<file path="src/rtl/bcfd_pkg.sv">
// Package with shared types and constants for the BMS CAN frame decoder.
`default_nettype none
package bcfd_pkg;

    localparam int NUM_CELLS = 19;
    localparam int NUM_TEMPS = 4;
    localparam int CELL_IDX_W = $clog2(NUM_CELLS);
    localparam int SPAN_W = $clog2(NUM_CELLS + 1);
    localparam int TCNT_W = $clog2(NUM_TEMPS + 1);

    localparam logic [7:0] FUNC_CELL_FIRST = 8'hC8;
    localparam logic [7:0] FUNC_CELL_LAST = 8'hCC;
    localparam logic [7:0] FUNC_TEMP = 8'hB4;
    localparam logic [7:0] FUNC_SUMMARY = 8'hFE;
    localparam logic [7:0] SUB_SUMMARY = 8'h28;
    localparam logic [7:0] TEMP_ABSENT_HI = 8'hFF;
    localparam logic [7:0] TEMP_ABSENT_LO = 8'h00;
    localparam logic [7:0] TEMP_OFFSET = 8'd40;

    localparam logic [1:0] KIND_OTHER = 2'd0;
    localparam logic [1:0] KIND_CELL = 2'd1;
    localparam logic [1:0] KIND_TEMP = 2'd2;
    localparam logic [1:0] KIND_SUMMARY = 2'd3;

    localparam logic [0:0] REG_EMPTY = 1'd0;
    localparam logic [0:0] REG_FULL = 1'd1;

    // Classified frame handed from the front end to the back end.
    typedef struct packed {
        logic [1:0]  kind;
        logic [2:0]  group;
        logic [63:0] data;
    } cmd_t;

    // Result item.
    typedef struct packed {
        logic signed [8:0] temp_d;
        logic signed [8:0] temp_c;
        logic signed [8:0] temp_b;
        logic signed [8:0] temp_a;
        logic [2:0]         temps_known;
        logic signed [10:0] charge_tenths;
        logic [20:0]        pack_mv;
        logic [15:0]        mean_cell_mv;
        logic [15:0]        lowest_cell_mv;
        logic [15:0]        highest_cell_mv;
        logic [4:0]         cells_known;
        logic [31:0]        frames_seen;
    } result_t;

endpackage
`default_nettype wire

</file>
<file path="src/rtl/bcfd_front.sv">
// Front end: accepts frames, classifies them and pushes commands into a queue.
`default_nettype none
module bcfd_front
    import bcfd_pkg::*;
(
    input  wire logic        clk,
    input  wire logic        rst_n,
    input  wire logic        in_valid,
    output logic             in_ready,
    input  wire logic [28:0] frame_id,
    input  wire logic [3:0]  frame_length,
    input  wire logic [63:0] frame_data,
    output logic             cmd_valid,
    input  wire logic        cmd_ready,
    output cmd_t             cmd
);

    localparam int DEPTH = 2;

    cmd_t        q_reg [DEPTH];
    logic        wr_ptr_reg, wr_ptr_next;
    logic        rd_ptr_reg, rd_ptr_next;
    logic [1:0]  cnt_reg, cnt_next;
    logic [7:0]  func;
    logic [7:0]  sub;
    cmd_t        new_cmd;
    logic        push, pop;

    assign func = frame_id[23:16];
    assign sub  = frame_id[15:8];

    always_comb
    begin
        new_cmd.data  = frame_data;
        new_cmd.group = 3'(func - FUNC_CELL_FIRST);
        if (func >= FUNC_CELL_FIRST && func <= FUNC_CELL_LAST && frame_length == 4'd8)
            new_cmd.kind = KIND_CELL;
        else if (func == FUNC_TEMP && frame_length >= 4'd4)
            new_cmd.kind = KIND_TEMP;
        else if (func == FUNC_SUMMARY && sub == SUB_SUMMARY && frame_length >= 4'd4)
            new_cmd.kind = KIND_SUMMARY;
        else
            new_cmd.kind = KIND_OTHER;
    end

    assign in_ready  = (cnt_reg != 2'(DEPTH));
    assign cmd_valid = (cnt_reg != 2'd0);
    assign cmd       = q_reg[rd_ptr_reg];
    assign push      = in_valid && in_ready;
    assign pop       = cmd_valid && cmd_ready;

    always_comb
    begin
        wr_ptr_next = push ? ~wr_ptr_reg : wr_ptr_reg;
        rd_ptr_next = pop ? ~rd_ptr_reg : rd_ptr_reg;
        cnt_next    = cnt_reg + 2'(push) - 2'(pop);
    end

    always_ff @(posedge clk or negedge rst_n)
    begin
        if (!rst_n)
        begin
            wr_ptr_reg <= 1'b0;
            rd_ptr_reg <= 1'b0;
            cnt_reg    <= 2'd0;
        end
        else
        begin
            wr_ptr_reg <= wr_ptr_next;
            rd_ptr_reg <= rd_ptr_next;
            cnt_reg    <= cnt_next;
        end
    end

    always_ff @(posedge clk)
    begin
        if (push)
            q_reg[wr_ptr_reg] <= new_cmd;
    end

endmodule
`default_nettype wire

</file>
<file path="src/rtl/bcfd_divider.sv">
// Radix-2 restoring divider, one quotient bit per cycle.
`default_nettype none
module bcfd_divider
    import bcfd_pkg::*;
(
    input  wire logic        clk,
    input  wire logic        rst_n,
    input  wire logic        start,
    input  wire logic [31:0] dividend,
    input  wire logic [17:0] divisor,
    output logic             done,
    output logic [31:0]      quotient
);

    logic [31:0] quo_reg, quo_next;
    logic [17:0] rem_reg, rem_next;
    logic [17:0] div_reg, div_next;
    logic [5:0]  cnt_reg, cnt_next;
    logic        busy_reg, busy_next;
    logic        done_reg, done_next;
    logic [18:0] trial;

    assign trial    = {rem_reg, quo_reg[31]};
    assign done     = done_reg;
    assign quotient = quo_reg;

    always_comb
    begin
        quo_next  = quo_reg;
        rem_next  = rem_reg;
        div_next  = div_reg;
        cnt_next  = cnt_reg;
        busy_next = busy_reg;
        done_next = 1'b0;
        if (start)
        begin
            quo_next  = dividend;
            rem_next  = 18'd0;
            div_next  = divisor;
            cnt_next  = 6'd32;
            busy_next = 1'b1;
        end
        else if (busy_reg)
        begin
            if (trial >= {1'b0, div_reg})
            begin
                rem_next = 18'(trial - {1'b0, div_reg});
                quo_next = {quo_reg[30:0], 1'b1};
            end
            else
            begin
                rem_next = trial[17:0];
                quo_next = {quo_reg[30:0], 1'b0};
            end
            cnt_next = cnt_reg - 6'd1;
            if (cnt_reg == 6'd1)
            begin
                busy_next = 1'b0;
                done_next = 1'b1;
            end
        end
    end

    always_ff @(posedge clk or negedge rst_n)
    begin
        if (!rst_n)
        begin
            cnt_reg  <= 6'd0;
            busy_reg <= 1'b0;
            done_reg <= 1'b0;
        end
        else
        begin
            cnt_reg  <= cnt_next;
            busy_reg <= busy_next;
            done_reg <= done_next;
        end
    end

    always_ff @(posedge clk)
    begin
        quo_reg <= quo_next;
        rem_reg <= rem_next;
        div_reg <= div_next;
    end

endmodule
`default_nettype wire

</file>
<file path="src/rtl/bcfd_back.sv">
// Back end: applies commands to the cell and temperature state, holds the result.
`default_nettype none
module bcfd_back
    import bcfd_pkg::*;
(
    input  wire logic        clk,
    input  wire logic        rst_n,
    input  wire logic        cmd_valid,
    output logic             cmd_ready,
    input  cmd_t             cmd,
    input  wire logic [15:0] empty_mv,
    input  wire logic [15:0] full_mv,
    output logic             res_valid,
    input  wire logic        res_ready,
    output result_t          res
);

    localparam logic [3:0] ST_IDLE   = 4'd0;
    localparam logic [3:0] ST_WRITE  = 4'd1;
    localparam logic [3:0] ST_SCAN   = 4'd2;
    localparam logic [3:0] ST_MEAN   = 4'd3;
    localparam logic [3:0] ST_MWAIT  = 4'd4;
    localparam logic [3:0] ST_CPREP  = 4'd5;
    localparam logic [3:0] ST_CMUL   = 4'd6;
    localparam logic [3:0] ST_CDIV   = 4'd7;
    localparam logic [3:0] ST_CWAIT  = 4'd8;
    localparam logic [3:0] ST_OUT    = 4'd9;

    logic [3:0]  state_reg, state_next;
    logic [15:0] cell_reg [NUM_CELLS];
    logic [7:0]  temp_reg [NUM_TEMPS];
    logic [SPAN_W-1:0] span_reg;
    logic [TCNT_W-1:0] tspan_reg;
    logic [15:0] max_reg, min_reg, mean_reg;
    logic [20:0] sum_reg;
    logic signed [10:0] charge_reg;
    logic [31:0] tally_reg;
    logic [SPAN_W-1:0] idx_reg;
    logic [20:0] acc_reg;
    logic [15:0] hi_reg, lo_reg;
    logic [63:0] data_reg;
    logic [2:0]  group_reg;
    logic [26:0] num_reg;
    logic [17:0] den_reg;
    logic        out_valid_reg;
    result_t     out_reg;

    logic        div_start;
    logic [31:0] div_dividend;
    logic [17:0] div_divisor;
    logic        div_done;
    logic [31:0] div_q;
    logic [16:0] d_diff;
    logic [16:0] n_diff;
    logic [15:0] cur;
    logic [CELL_IDX_W-1:0] cur_idx;

    bcfd_divider u_div (
        .clk      (clk),
        .rst_n    (rst_n),
        .start    (div_start),
        .dividend (div_dividend),
        .divisor  (div_divisor),
        .done     (div_done),
        .quotient (div_q)
    );

    assign cmd_ready = (state_reg == ST_IDLE) && !out_valid_reg;
    assign res_valid = out_valid_reg;
    assign res       = out_reg;
    assign cur_idx   = idx_reg[CELL_IDX_W-1:0];
    assign cur       = cell_reg[cur_idx];
    assign d_diff    = {1'b0, full_mv} - {1'b0, empty_mv};
    assign n_diff    = {1'b0, mean_reg} - {1'b0, empty_mv};

    always_comb
    begin
        state_next   = state_reg;
        div_start    = 1'b0;
        div_dividend = 32'd0;
        div_divisor  = 18'd1;
        unique case (state_reg)
            ST_IDLE:
                if (cmd_valid && cmd_ready)
                    state_next = (cmd.kind == KIND_CELL) ? ST_WRITE : ST_OUT;
            ST_WRITE: state_next = ST_SCAN;
            ST_SCAN:
                if (idx_reg == span_reg || idx_reg == SPAN_W'(NUM_CELLS))
                    state_next = ST_MEAN;
            ST_MEAN:
                if (span_reg == '0)
                    state_next = ST_CPREP;
                else
                begin
                    div_start    = 1'b1;
                    div_dividend = 32'(acc_reg);
                    div_divisor  = 18'(span_reg);
                    state_next   = ST_MWAIT;
                end
            ST_MWAIT: if (div_done) state_next = ST_CPREP;
            ST_CPREP:
                if (full_mv <= empty_mv || mean_reg <= empty_mv)
                    state_next = ST_OUT;
                else
                    state_next = ST_CMUL;
            ST_CMUL: state_next = ST_CDIV;
            ST_CDIV:
            begin
                div_start    = 1'b1;
                div_dividend = 32'(num_reg);
                div_divisor  = den_reg;
                state_next   = ST_CWAIT;
            end
            ST_CWAIT: if (div_done) state_next = ST_OUT;
            ST_OUT: state_next = ST_IDLE;
            default: state_next = ST_IDLE;
        endcase
    end

    always_ff @(posedge clk or negedge rst_n)
    begin
        if (!rst_n)
        begin
            state_reg     <= ST_IDLE;
            out_valid_reg <= 1'b0;
            span_reg      <= '0;
            tspan_reg     <= '0;
            max_reg       <= 16'd0;
            min_reg       <= 16'hFFFF;
            mean_reg      <= 16'd0;
            sum_reg       <= 21'd0;
            charge_reg    <= -11'sd1;
            tally_reg     <= 32'd0;
            idx_reg       <= '0;
            for (int i = 0; i < NUM_CELLS; i++)
                cell_reg[i] <= 16'd0;
            for (int i = 0; i < NUM_TEMPS; i++)
                temp_reg[i] <= TEMP_OFFSET;
        end
        else
        begin
            state_reg <= state_next;
            if (res_valid && res_ready)
                out_valid_reg <= 1'b0;
            unique case (state_reg)
                ST_IDLE:
                    if (cmd_valid && cmd_ready)
                    begin
                        tally_reg <= tally_reg + 32'd1;
                        data_reg  <= cmd.data;
                        group_reg <= cmd.group;
                        if (cmd.kind == KIND_TEMP)
                        begin
                            logic [TCNT_W-1:0] n;
                            n = '0;
                            for (int i = 0; i < 4; i++)
                            begin
                                if (cmd.data[8*i +: 8] != TEMP_ABSENT_HI &&
                                    cmd.data[8*i +: 8] != TEMP_ABSENT_LO &&
                                    n < TCNT_W'(NUM_TEMPS))
                                begin
                                    temp_reg[n[$clog2(NUM_TEMPS)-1:0]] <= cmd.data[8*i +: 8];
                                    n = n + 1'b1;
                                end
                            end
                            tspan_reg <= n;
                        end
                        else if (cmd.kind == KIND_SUMMARY)
                        begin
                            max_reg <= {cmd.data[15:8], cmd.data[7:0]};
                            min_reg <= {cmd.data[31:24], cmd.data[23:16]};
                        end
                    end
                ST_WRITE:
                begin
                    logic [SPAN_W-1:0] span_new;
                    span_new = span_reg;
                    for (int i = 0; i < 4; i++)
                    begin
                        logic [5:0]  pos;
                        logic [15:0] mv;
                        pos = {group_reg, 2'b00} + 6'(i);
                        mv  = {data_reg[16*i +: 8], data_reg[16*i+8 +: 8]};
                        if (mv != 16'd0 && pos < 6'(NUM_CELLS))
                        begin
                            cell_reg[pos[CELL_IDX_W-1:0]] <= mv;
                            if (pos + 6'd1 > 6'(span_new))
                                span_new = SPAN_W'(pos + 6'd1);
                        end
                    end
                    span_reg <= span_new;
                    idx_reg <= '0;
                    acc_reg <= 21'd0;
                    hi_reg  <= 16'd0;
                    lo_reg  <= 16'hFFFF;
                end
                ST_SCAN:
                    if (!(idx_reg == span_reg || idx_reg == SPAN_W'(NUM_CELLS)))
                    begin
                        if (cur != 16'd0)
                        begin
                            acc_reg <= acc_reg + 21'(cur);
                            if (cur > hi_reg) hi_reg <= cur;
                            if (cur < lo_reg) lo_reg <= cur;
                        end
                        idx_reg <= idx_reg + 1'b1;
                    end
                ST_MEAN:
                begin
                    max_reg <= hi_reg;
                    min_reg <= lo_reg;
                    sum_reg <= acc_reg;
                    if (span_reg == '0)
                        mean_reg <= 16'd0;
                end
                ST_MWAIT: if (div_done) mean_reg <= div_q[15:0];
                ST_CPREP:
                begin
                    if (full_mv <= empty_mv)
                        charge_reg <= (mean_reg > empty_mv) ? 11'sd1000 : 11'sd0;
                    else if (mean_reg <= empty_mv)
                        charge_reg <= 11'sd0;
                    den_reg <= {d_diff, 1'b0};
                end
                ST_CMUL:
                    num_reg <= 27'(n_diff) * 27'd2000 + 27'(d_diff);
                ST_CWAIT:
                    if (div_done)
                        charge_reg <= (div_q > 32'd1000) ? 11'sd1000 : $signed(div_q[10:0]);
                ST_OUT:
                    out_valid_reg <= 1'b1;
                default: ;
            endcase
        end
    end

    always_comb
    begin
        out_reg.frames_seen     = tally_reg;
        out_reg.cells_known     = 5'(span_reg);
        out_reg.highest_cell_mv = max_reg;
        out_reg.lowest_cell_mv  = min_reg;
        out_reg.mean_cell_mv    = mean_reg;
        out_reg.pack_mv         = sum_reg;
        out_reg.charge_tenths   = charge_reg;
        out_reg.temps_known     = 3'(tspan_reg);
        out_reg.temp_a          = $signed({1'b0, temp_reg[0]}) - 9'sd40;
        out_reg.temp_b          = $signed({1'b0, temp_reg[1]}) - 9'sd40;
        out_reg.temp_c          = $signed({1'b0, temp_reg[2]}) - 9'sd40;
        out_reg.temp_d          = $signed({1'b0, temp_reg[3]}) - 9'sd40;
    end

endmodule
`default_nettype wire

</file>
<file path="src/rtl/bms_can_frame_decoder_unit.sv">
// Top level of the BMS CAN frame decoder with stream ports and APB registers.
// Input to result: a non-cell frame passes the two-entry front-end queue and the back end's
// idle and output states; a cell frame also passes the write state, one scan step per known
// cell plus one and up to two waits on one shared radix-2 divider. The back end takes the
// next frame after its result is taken; the queue keeps accepting frames until it is full.
// Reset (rst_n low, asynchronous) clears all cell, temperature and summary state.
`default_nettype none
module bms_can_frame_decoder_unit
    import bcfd_pkg::*;
(
    input  wire logic         clk,
    input  wire logic         rst_n,
    // Slave stream. tdata from bit 0: frame_id[28:0], frame_length[3:0],
    // byte0..byte7 (8 bits each), then 7 zero bits.
    input  wire logic         s_tvalid,
    output logic              s_tready,
    input  wire logic [103:0] s_tdata,
    // Master stream. tdata from bit 0: frames_seen[31:0], cells_known[4:0],
    // highest_cell_mv, lowest_cell_mv, mean_cell_mv (16 each), pack_mv[20:0],
    // charge_tenths[10:0], temps_known[2:0], temp_a..temp_d (9 each), 4 zero bits.
    output logic              m_tvalid,
    input  wire logic         m_tready,
    output logic [159:0]      m_tdata,
    // Configuration port.
    input  wire logic         psel,
    input  wire logic         penable,
    input  wire logic         pwrite,
    input  wire logic [2:0]   paddr,
    input  wire logic [31:0]  pwdata,
    output logic [31:0]       prdata,
    output logic              pready
);

    logic [15:0] empty_reg;
    logic [15:0] full_reg;
    logic        cmd_valid, cmd_ready;
    cmd_t        cmd;
    result_t     res;
    logic        wr_en;

    assign pready = 1'b1;
    assign wr_en  = psel && penable && pwrite;

    // Register file: empty voltage at offset 0, full voltage at offset 4.
    always_ff @(posedge clk or negedge rst_n)
    begin
        if (!rst_n)
        begin
            empty_reg <= 16'd2500;
            full_reg  <= 16'd3387;
        end
        else if (wr_en && paddr[1:0] == 2'b00)
        begin
            unique case (paddr[2:2])
                REG_EMPTY: empty_reg <= pwdata[15:0];
                REG_FULL:  full_reg  <= pwdata[15:0];
                default: ;
            endcase
        end
    end

    always_comb
    begin
        unique case (paddr[2:2])
            REG_EMPTY: prdata = {16'd0, empty_reg};
            REG_FULL:  prdata = {16'd0, full_reg};
            default:   prdata = 32'd0;
        endcase
    end

    // The front end classifies each frame transaction and queues it.
    bcfd_front u_front (
        .clk          (clk),
        .rst_n        (rst_n),
        .in_valid     (s_tvalid),
        .in_ready     (s_tready),
        .frame_id     (s_tdata[28:0]),
        .frame_length (s_tdata[32:29]),
        .frame_data   (s_tdata[96:33]),
        .cmd_valid    (cmd_valid),
        .cmd_ready    (cmd_ready),
        .cmd          (cmd)
    );

    // The back end updates state and holds one result until it is taken.
    bcfd_back u_back (
        .clk       (clk),
        .rst_n     (rst_n),
        .cmd_valid (cmd_valid),
        .cmd_ready (cmd_ready),
        .cmd       (cmd),
        .empty_mv  (empty_reg),
        .full_mv   (full_reg),
        .res_valid (m_tvalid),
        .res_ready (m_tready),
        .res       (res)
    );

    assign m_tdata = {4'd0, res};

    // The result register must not be overwritten while waiting.
    a_hold: assert property (@(posedge clk) disable iff (!rst_n)
        m_tvalid && !m_tready |=> m_tvalid && $stable(m_tdata))
        else $error("result changed while stalled");

    // A taken result is not shown again with the same frame count.
    a_count: assert property (@(posedge clk) disable iff (!rst_n)
        m_tvalid && m_tready |=> !m_tvalid || m_tdata[31:0] != $past(m_tdata[31:0]))
        else $error("result repeated");

    // Charge never exceeds 1000 tenths while a result is shown.
    a_charge: assert property (@(posedge clk) disable iff (!rst_n)
        m_tvalid |-> $signed(res.charge_tenths) <= 11'sd1000)
        else $error("charge out of range");

endmodule
`default_nettype wire

</file>
<file path="config.mk">
export PLATFORM = sky130hd
export DESIGN_NAME = bms_can_frame_decoder_unit
export DESIGN_NICKNAME = d
export VERILOG_FILES = /design/src/rtl/bcfd_pkg.sv /design/src/rtl/bcfd_front.sv /design/src/rtl/bcfd_divider.sv /design/src/rtl/bcfd_back.sv /design/src/rtl/bms_can_frame_decoder_unit.sv
export SDC_FILE = /design/constraint.sdc
export NUM_CORES = 2
export LEC_CHECK = 0
export BUFFER_PORTS_ARGS = -buffer_cell sky130_fd_sc_hd__buf_2
export CORE_MARGIN = 3
export CORE_UTILIZATION = 35
export DETAILED_ROUTE_END_ITERATION = 16
export GPL_TIMING_DRIVEN = 0
export SYNTH_ARGS = -nofsm -noshare
export SYNTH_HDL_FRONTEND = slang
export SYNTH_HIERARCHICAL = 1
export SYNTH_SLANG_ARGS = --single-unit
</file>
<file path="constraint.sdc">
create_clock -name clk -period 10.15 [get_ports clk]
set_input_delay 0.5075 -clock clk [delete_from_list [all_inputs] [get_ports clk]]
set_output_delay 0.5075 -clock clk [all_outputs]
set_load 0.01 [all_outputs]
</file>
Word level (Yosys, flattened, before mapping). Memory sizes are Yosys's and may differ from the RTL's. Index checks and enable logic that the tools add are counted.

Add/subtract/negate cells: 24. $mul: 1. Muxes and demuxes: 132. Shift operators: 0. Div/mod/pow operators: 0. Equal/unequal tests: 36. Order comparisons: 36. Reductions and logical operators: 67. Bitwise logic cells: 11.

Operator list (number): 2-to-1 mux 304 bit (7); bitwise mux 304 bit (4); 2-to-1 mux 32 bit (11); demux 16 bit (select 5 bit) (4); 2-to-1 mux 16 bit (20); one-hot mux 16 bit (2 select lines) (5); one-hot mux 32 bit (2 select lines) (2); bitwise mux 32 bit (3); binary-select mux 16 bit (select 5 bit) (1); nonzero test 16 bit (5); 2-to-1 mux 5 bit (13); 2-to-1 mux 21 bit (3); 2-to-1 mux 8 bit (7); demux 8 bit (select 2 bit) (3); 2-to-1 mux 11 bit (4); one-hot mux 21 bit (2 select lines) (1); 2-to-1 mux 3 bit (12); one-hot mux 18 bit (2 select lines) (1); one-hot mux 4 bit (9 select lines) (1); subtractor 8 x 6 -> 9 bit, second input constant (4); subtractor 16 x 16 -> 17 bit (2); adder 32 x 1 -> 32 bit, second input constant (1); > comparator 16 bit (2); > comparator 32 x 10 -> 1 bit, second input constant (1); other kinds (66) (190).

Latch bits: 0. Output and inout bits: 195. Memories kept: 1. Word-level logic and storage cells: 360. RAM bits: 138. Input port bits: 146. Bits in read-only memories: 0. Flip-flop bits (word level): 742.

Memory list: u_front.q_reg (depth 2, bits a word 69, rd ports 1, clocked after Yosys merged registers in 0, wr ports 1, RTL line bcfd_front.sv:20) `cmd_t q_reg [DEPTH];`.

Logic depth before layout (Yosys ltp). An unclocked memory read counts as a cell.

Depth after elaboration: 26. Mapped depth: 32. Depth with buffers taken out: 31.

By module. The synthesis kept the hierarchy.

By module, submodules not included: bcfd_back (seq. area each 16629.7 um^2, cells each 3118, area each 35157.5 um^2, times used 1); bcfd_front (seq. area each 4244.1 um^2, cells each 246, area each 5292.6 um^2, times used 1); bcfd_divider (seq. area each 2062.0 um^2, cells each 391, area each 4199.0 um^2, times used 1); bms_can_frame_decoder_unit (seq. area each 817.0 um^2, cells each 112, area each 1645.3 um^2, times used 1).

Worst setup path before layout. No wires, ideal clock.

Kind: reg-to-reg. Start: register empty_reg[2]. End: register u_back.num_reg[26], data pin. Stages on the path, launching flop included: 30. Required time: 9886 ps. Period minus slack after synthesis: 7005 ps. Data arrival time: 6741 ps. Setup time: 264 ps. Path buffers: 1. Path slack: 3145 ps. Path through: dfstp_2 -> inv_1 -> ha_1 -> o21ai_0 -> a21boi_0 -> o21ai_0 -> a21oi_1 -> xor2_1 -> and2_1 -> inv_1 -> and2_1 -> inv_1 -> fa_1 -> fa_1 -> fa_1 -> inv_1 -> ha_1 -> clkbuf_1 -> a2111oi_0 -> o21ai_0 -> a21oi_1 -> nor2_1 -> nor2_1 -> xnor2_1 -> ha_1 -> nor2_1 -> nor4b_1 -> nand3_1 -> nor4_1 -> xnor2_1.

Longest elaborated chain between the ends: 3. Elaborated cells on any way between the ends: 4. Classes of those cells: 3 x add/sub; 1 x mul.

Ends and longest elaborated chain: from (decl) (RTL line bms_can_frame_decoder_unit.sv:34) `logic [15:0] empty_reg;`; from (signal assigned) (RTL line bms_can_frame_decoder_unit.sv:55) `REG_EMPTY: empty_reg <= pwdata[15:0];`; subtractor 16 x 16 -> 17 bit (RTL line bcfd_back.sv:74) `assign n_diff = {1'b0, mean_reg} - {1'b0, empty_mv};`; multiplier 17 x 7 -> 23 bit (RTL line bcfd_back.sv:226) `num_reg <= 27'(n_diff) * 27'd2000 + 27'(d_diff);`; adder 27 x 17 -> 27 bit (*) (RTL line bcfd_back.sv:226); to (signal assigned) (RTL line bcfd_back.sv:226); to (decl) (RTL line bcfd_back.sv:43) `logic [26:0] num_reg;`.

Every way passes the cells marked *; elsewhere a longest branch is shown, timed or not. A chain may end at the register's enable or synchronous reset.

Final worst setup path.
Start: register empty_reg[1]. End: register u_back.num_reg[26], data pin.

Same word-level chain as after synthesis.

==> impl_results.md <==
* RSZ-0062 raised after global routing: no
* Startpoint Class: flop
* Most frequent CP cell: inv_1
* CTS Hold Buffers Added at 73
* Critical Path Sink Type: flop
* Core ar. at 130000 sq um
* GP Congestion at 0.897
* Worst Path Required at 10590 ps
* Initial DRC count at 3023
* Final slew viol count at 6
* # rows at 132
* First-pass GRT wire length at 208 mm
* Global route overflow at 0
* Hold WC Path Type: input port to flop
* Post-synth ARST share at 58.0%
* Worst Skew at 73.0 ps
* Syn-to-layout area delta at 17.1%
* Detailed Route WL at 141 mm
* Filler cells at 12394
* Initial core utilization at 35.5%
* Max Cap Viol at 1
* Drt drc at 0
* Gr usage total at 20.3%
* Ys flop type: dfrtp_1
* Die area at 137000 sq um
* Fin. Hold Viols at 0
* Final #Nets at 4741
* Most frequent cells in the layout: 462 x dfrtp_1, 448 x mux2_2, 389 x nand2_1, 352 x edfxtp_1, 293 x buf_2
* Mapped Cells at 3867
* Cell Area, Synth at 46300 sq um
* Shortest period the worst path allows at 8500 ps
* Status: finished with violations
* H-tree depth at 3
* Largest net degree at the start of global routing at 118
* CTS tree: built
* Antenna viol nets, final at 0
* Synthesis-stage register bit count at 880
* Setup repair bufs after CTS at 0
* Clock buffer depth at 3
* Die Y at 370 um
* # port buffers at 282
* Initial antenna violation count at 4
* Slew headroom at -2.44%
* CP arrival at 8930 ps
* Netlist cell types at 97
* # IOs at 341
* Number of global-route vias before repair at 32318
* Seq/Total Area, Yosys at 51.3%
* Crit path max-delay cell type: xor2_1
* CP max FO at 9
* Vias per std cell at 5.39
* F_max at 118 MHz
* Setup TNS at 0 ps
* Crit path kind: flop to flop
* Max reg flops at 304
* Drt first pass iters at 6
* DP HPWL at 104 mm
* Worst-Margin Slew at 1520 ps
* Post-synth EDFFs at 352
* CP max stage delay at 660 ps
* Crit share post-route at 83.7%
* Clock transition at path regs at 60 ps
* Die width at 370 um
* CTS Buf Count at 98
* Vias post-DR at 33324
* Clock sink count at 880
* Wirelength per Cell at 22.8 um
* Syn avg cell area at 12.0 sq um
* Share of cells above drive strength 1 at 25.4%
* Root Buffer Master: clkbuf_16
* Yosys warnings at 6
* Post-cts gate resize count at 0
* Skew-Pair Late Insertion Delay at 740 ps
* Failing checks: capacitance limit, slew limit
* Final Setup Violations at 0
* Commonest non-fill, non-tap cell in the layout: dfrtp_1
## cells by family (layout without fill, tap and decap cells)
kind of cell / count (synthesis) / after routing / synth area share [%]
other: 3 / 27 / 0.0243
flip-flops: 880 / 880 / 51.3
AND/OR/NAND/NOR: 968 / 968 / 9.78
AO/OA/AOI/OAI: 610 / 610 / 8.54
multiplexers: 577 / 577 / 15.9
adder cells (fa/ha/maj): 244 / 244 / 7.45
buffers and inverters: 431 / 978 / 4.08
XOR/XNOR: 154 / 154 / 2.91
## critical path: cells and delay by family, from the launching register on
kind	cells	cell delay, ps
flip-flops	1	520
AND/OR/NAND/NOR	9	1960
AO/OA/AOI/OAI	7	1990
adder cells (fa/ha/maj)	6	2390
XOR/XNOR	3	850
buffers and inverters	5	540
## metal layers
| metal | track usage [%] | vias up | part of all wire, % |
|---|---|---|---|
| met1 | 29.1 | 16889 | 45 |
| met5 | 0 | - | 0 |
| met2 | 29.9 | 1262 | 43 |
| met4 | 6.67 | 0 | 3.4 |
| met3 | 5.10 | 220 | 8.7 |
| li1 | - | 14953 | - |
## path summary, 6_finish.rpt
| path | startpoint | endpoint | slack [ps] | cells after the start |
|---|---|---|---|---|
| max in group asynchronous | rst_n | u_back/sum_reg[12]$_DFFE_PN0P_ | 8060 | 4 |
| max | empty_reg[1]$_DFFE_PN0P_ | u_back/num_reg[26]$_DFFE_PP_ | 1650 | 30 |
| min in group asynchronous | rst_n | u_back/cell_reg[196]$_DFFE_PN0P_ | 420 | 2 |
| min reg2reg | u_back/tally_reg[31]$_DFFE_PN0P_ | u_back/tally_reg[31]$_DFFE_PN0P_ | 460 | 1 |
| max reg2reg | empty_reg[1]$_DFFE_PN0P_ | u_back/num_reg[26]$_DFFE_PP_ | 1650 | 30 |
| min | pwdata[5] | empty_reg[5]$_DFFE_PN0P_ | 60 | 2 |
## area by class of cell
| type | instances | area [sq um] | area share, % |
|---|---|---|---|
| antenna | 1 | 2.50 | 0.00462 |
| buffer | 187 | 973 | 1.80 |
| clock buffer | 134 | 2720 | 5.01 |
| clock inverter | 48 | 520 | 0.960 |
| inverter | 244 | 916 | 1.69 |
| multi-input combinational | 2579 | 20800 | 38.3 |
| sequential | 880 | 23800 | 43.8 |
| tap | 1742 | 2180 | 4.02 |
| timing repair buffer | 365 | 2380 | 4.39 |
## synthesized netlist by cell type, types with 11 or more instances
cell type | n | area, sq um
mux4_2 | 78 | 1760
buf_2 | 11 | 55.1
a311oi_1 | 19 | 166
nand3_1 | 70 | 350
dfstp_2 | 48 | 1260
buf_4 | 36 | 270
mux2_2 | 448 | 5040
o21a_1 | 17 | 128
clkbuf_1 | 110 | 413
edfxtp_1 | 352 | 10600
a22oi_1 | 22 | 165
mux2i_1 | 41 | 410
or3_1 | 11 | 68.8
xnor2_1 | 99 | 867
xor2_1 | 55 | 482
buf_6 | 14 | 158
nand2b_1 | 16 | 100
and2_1 | 40 | 250
a31oi_1 | 51 | 319
a211oi_1 | 16 | 120
a32oi_1 | 12 | 105
nand4_1 | 38 | 238
o22ai_1 | 14 | 87.6
nand2_1 | 390 | 1460
dfxtp_1 | 18 | 360
inv_1 | 239 | 897
o21ai_1 | 12 | 60.1
o211ai_1 | 20 | 150
a21oi_1 | 127 | 636
nor4_1 | 45 | 282
nor3_1 | 38 | 190
a21o_1 | 33 | 248
buf_1 | 14 | 52.6
and3_1 | 27 | 169
o21ai_0 | 160 | 801
fa_1 | 54 | 1080
ha_1 | 186 | 2330
nor2b_1 | 20 | 125
dfrtp_1 | 462 | 11600
nor2_1 | 216 | 811
## stage by stage
| step | worst slack [ps] | hold WS (ps) | area [sq um] | util, % | std cells |
|---|---|---|---|---|---|
| 6_report | 1650 | 56.0 | 54200 | 41.6 | 6180 |
| 2_1_floorplan | 3150 | 212 | 46400 | - | 3890 |
| 3_5_place_dp | 1800 | 458 | 50200 | 38.5 | 5924 |
| 3_3_place_gp | -2910 | 455 | 50000 | 38.3 | 5914 |
| 5_1_grt | 964 | 23.8 | 54200 | 41.6 | 6180 |
| 4_1_cts | 1760 | 0.0167 | 54200 | 41.6 | 6179 |
Power is not shown: default switching activity piles up to over one toggle a cycle in this logic, so the estimate is an artifact.
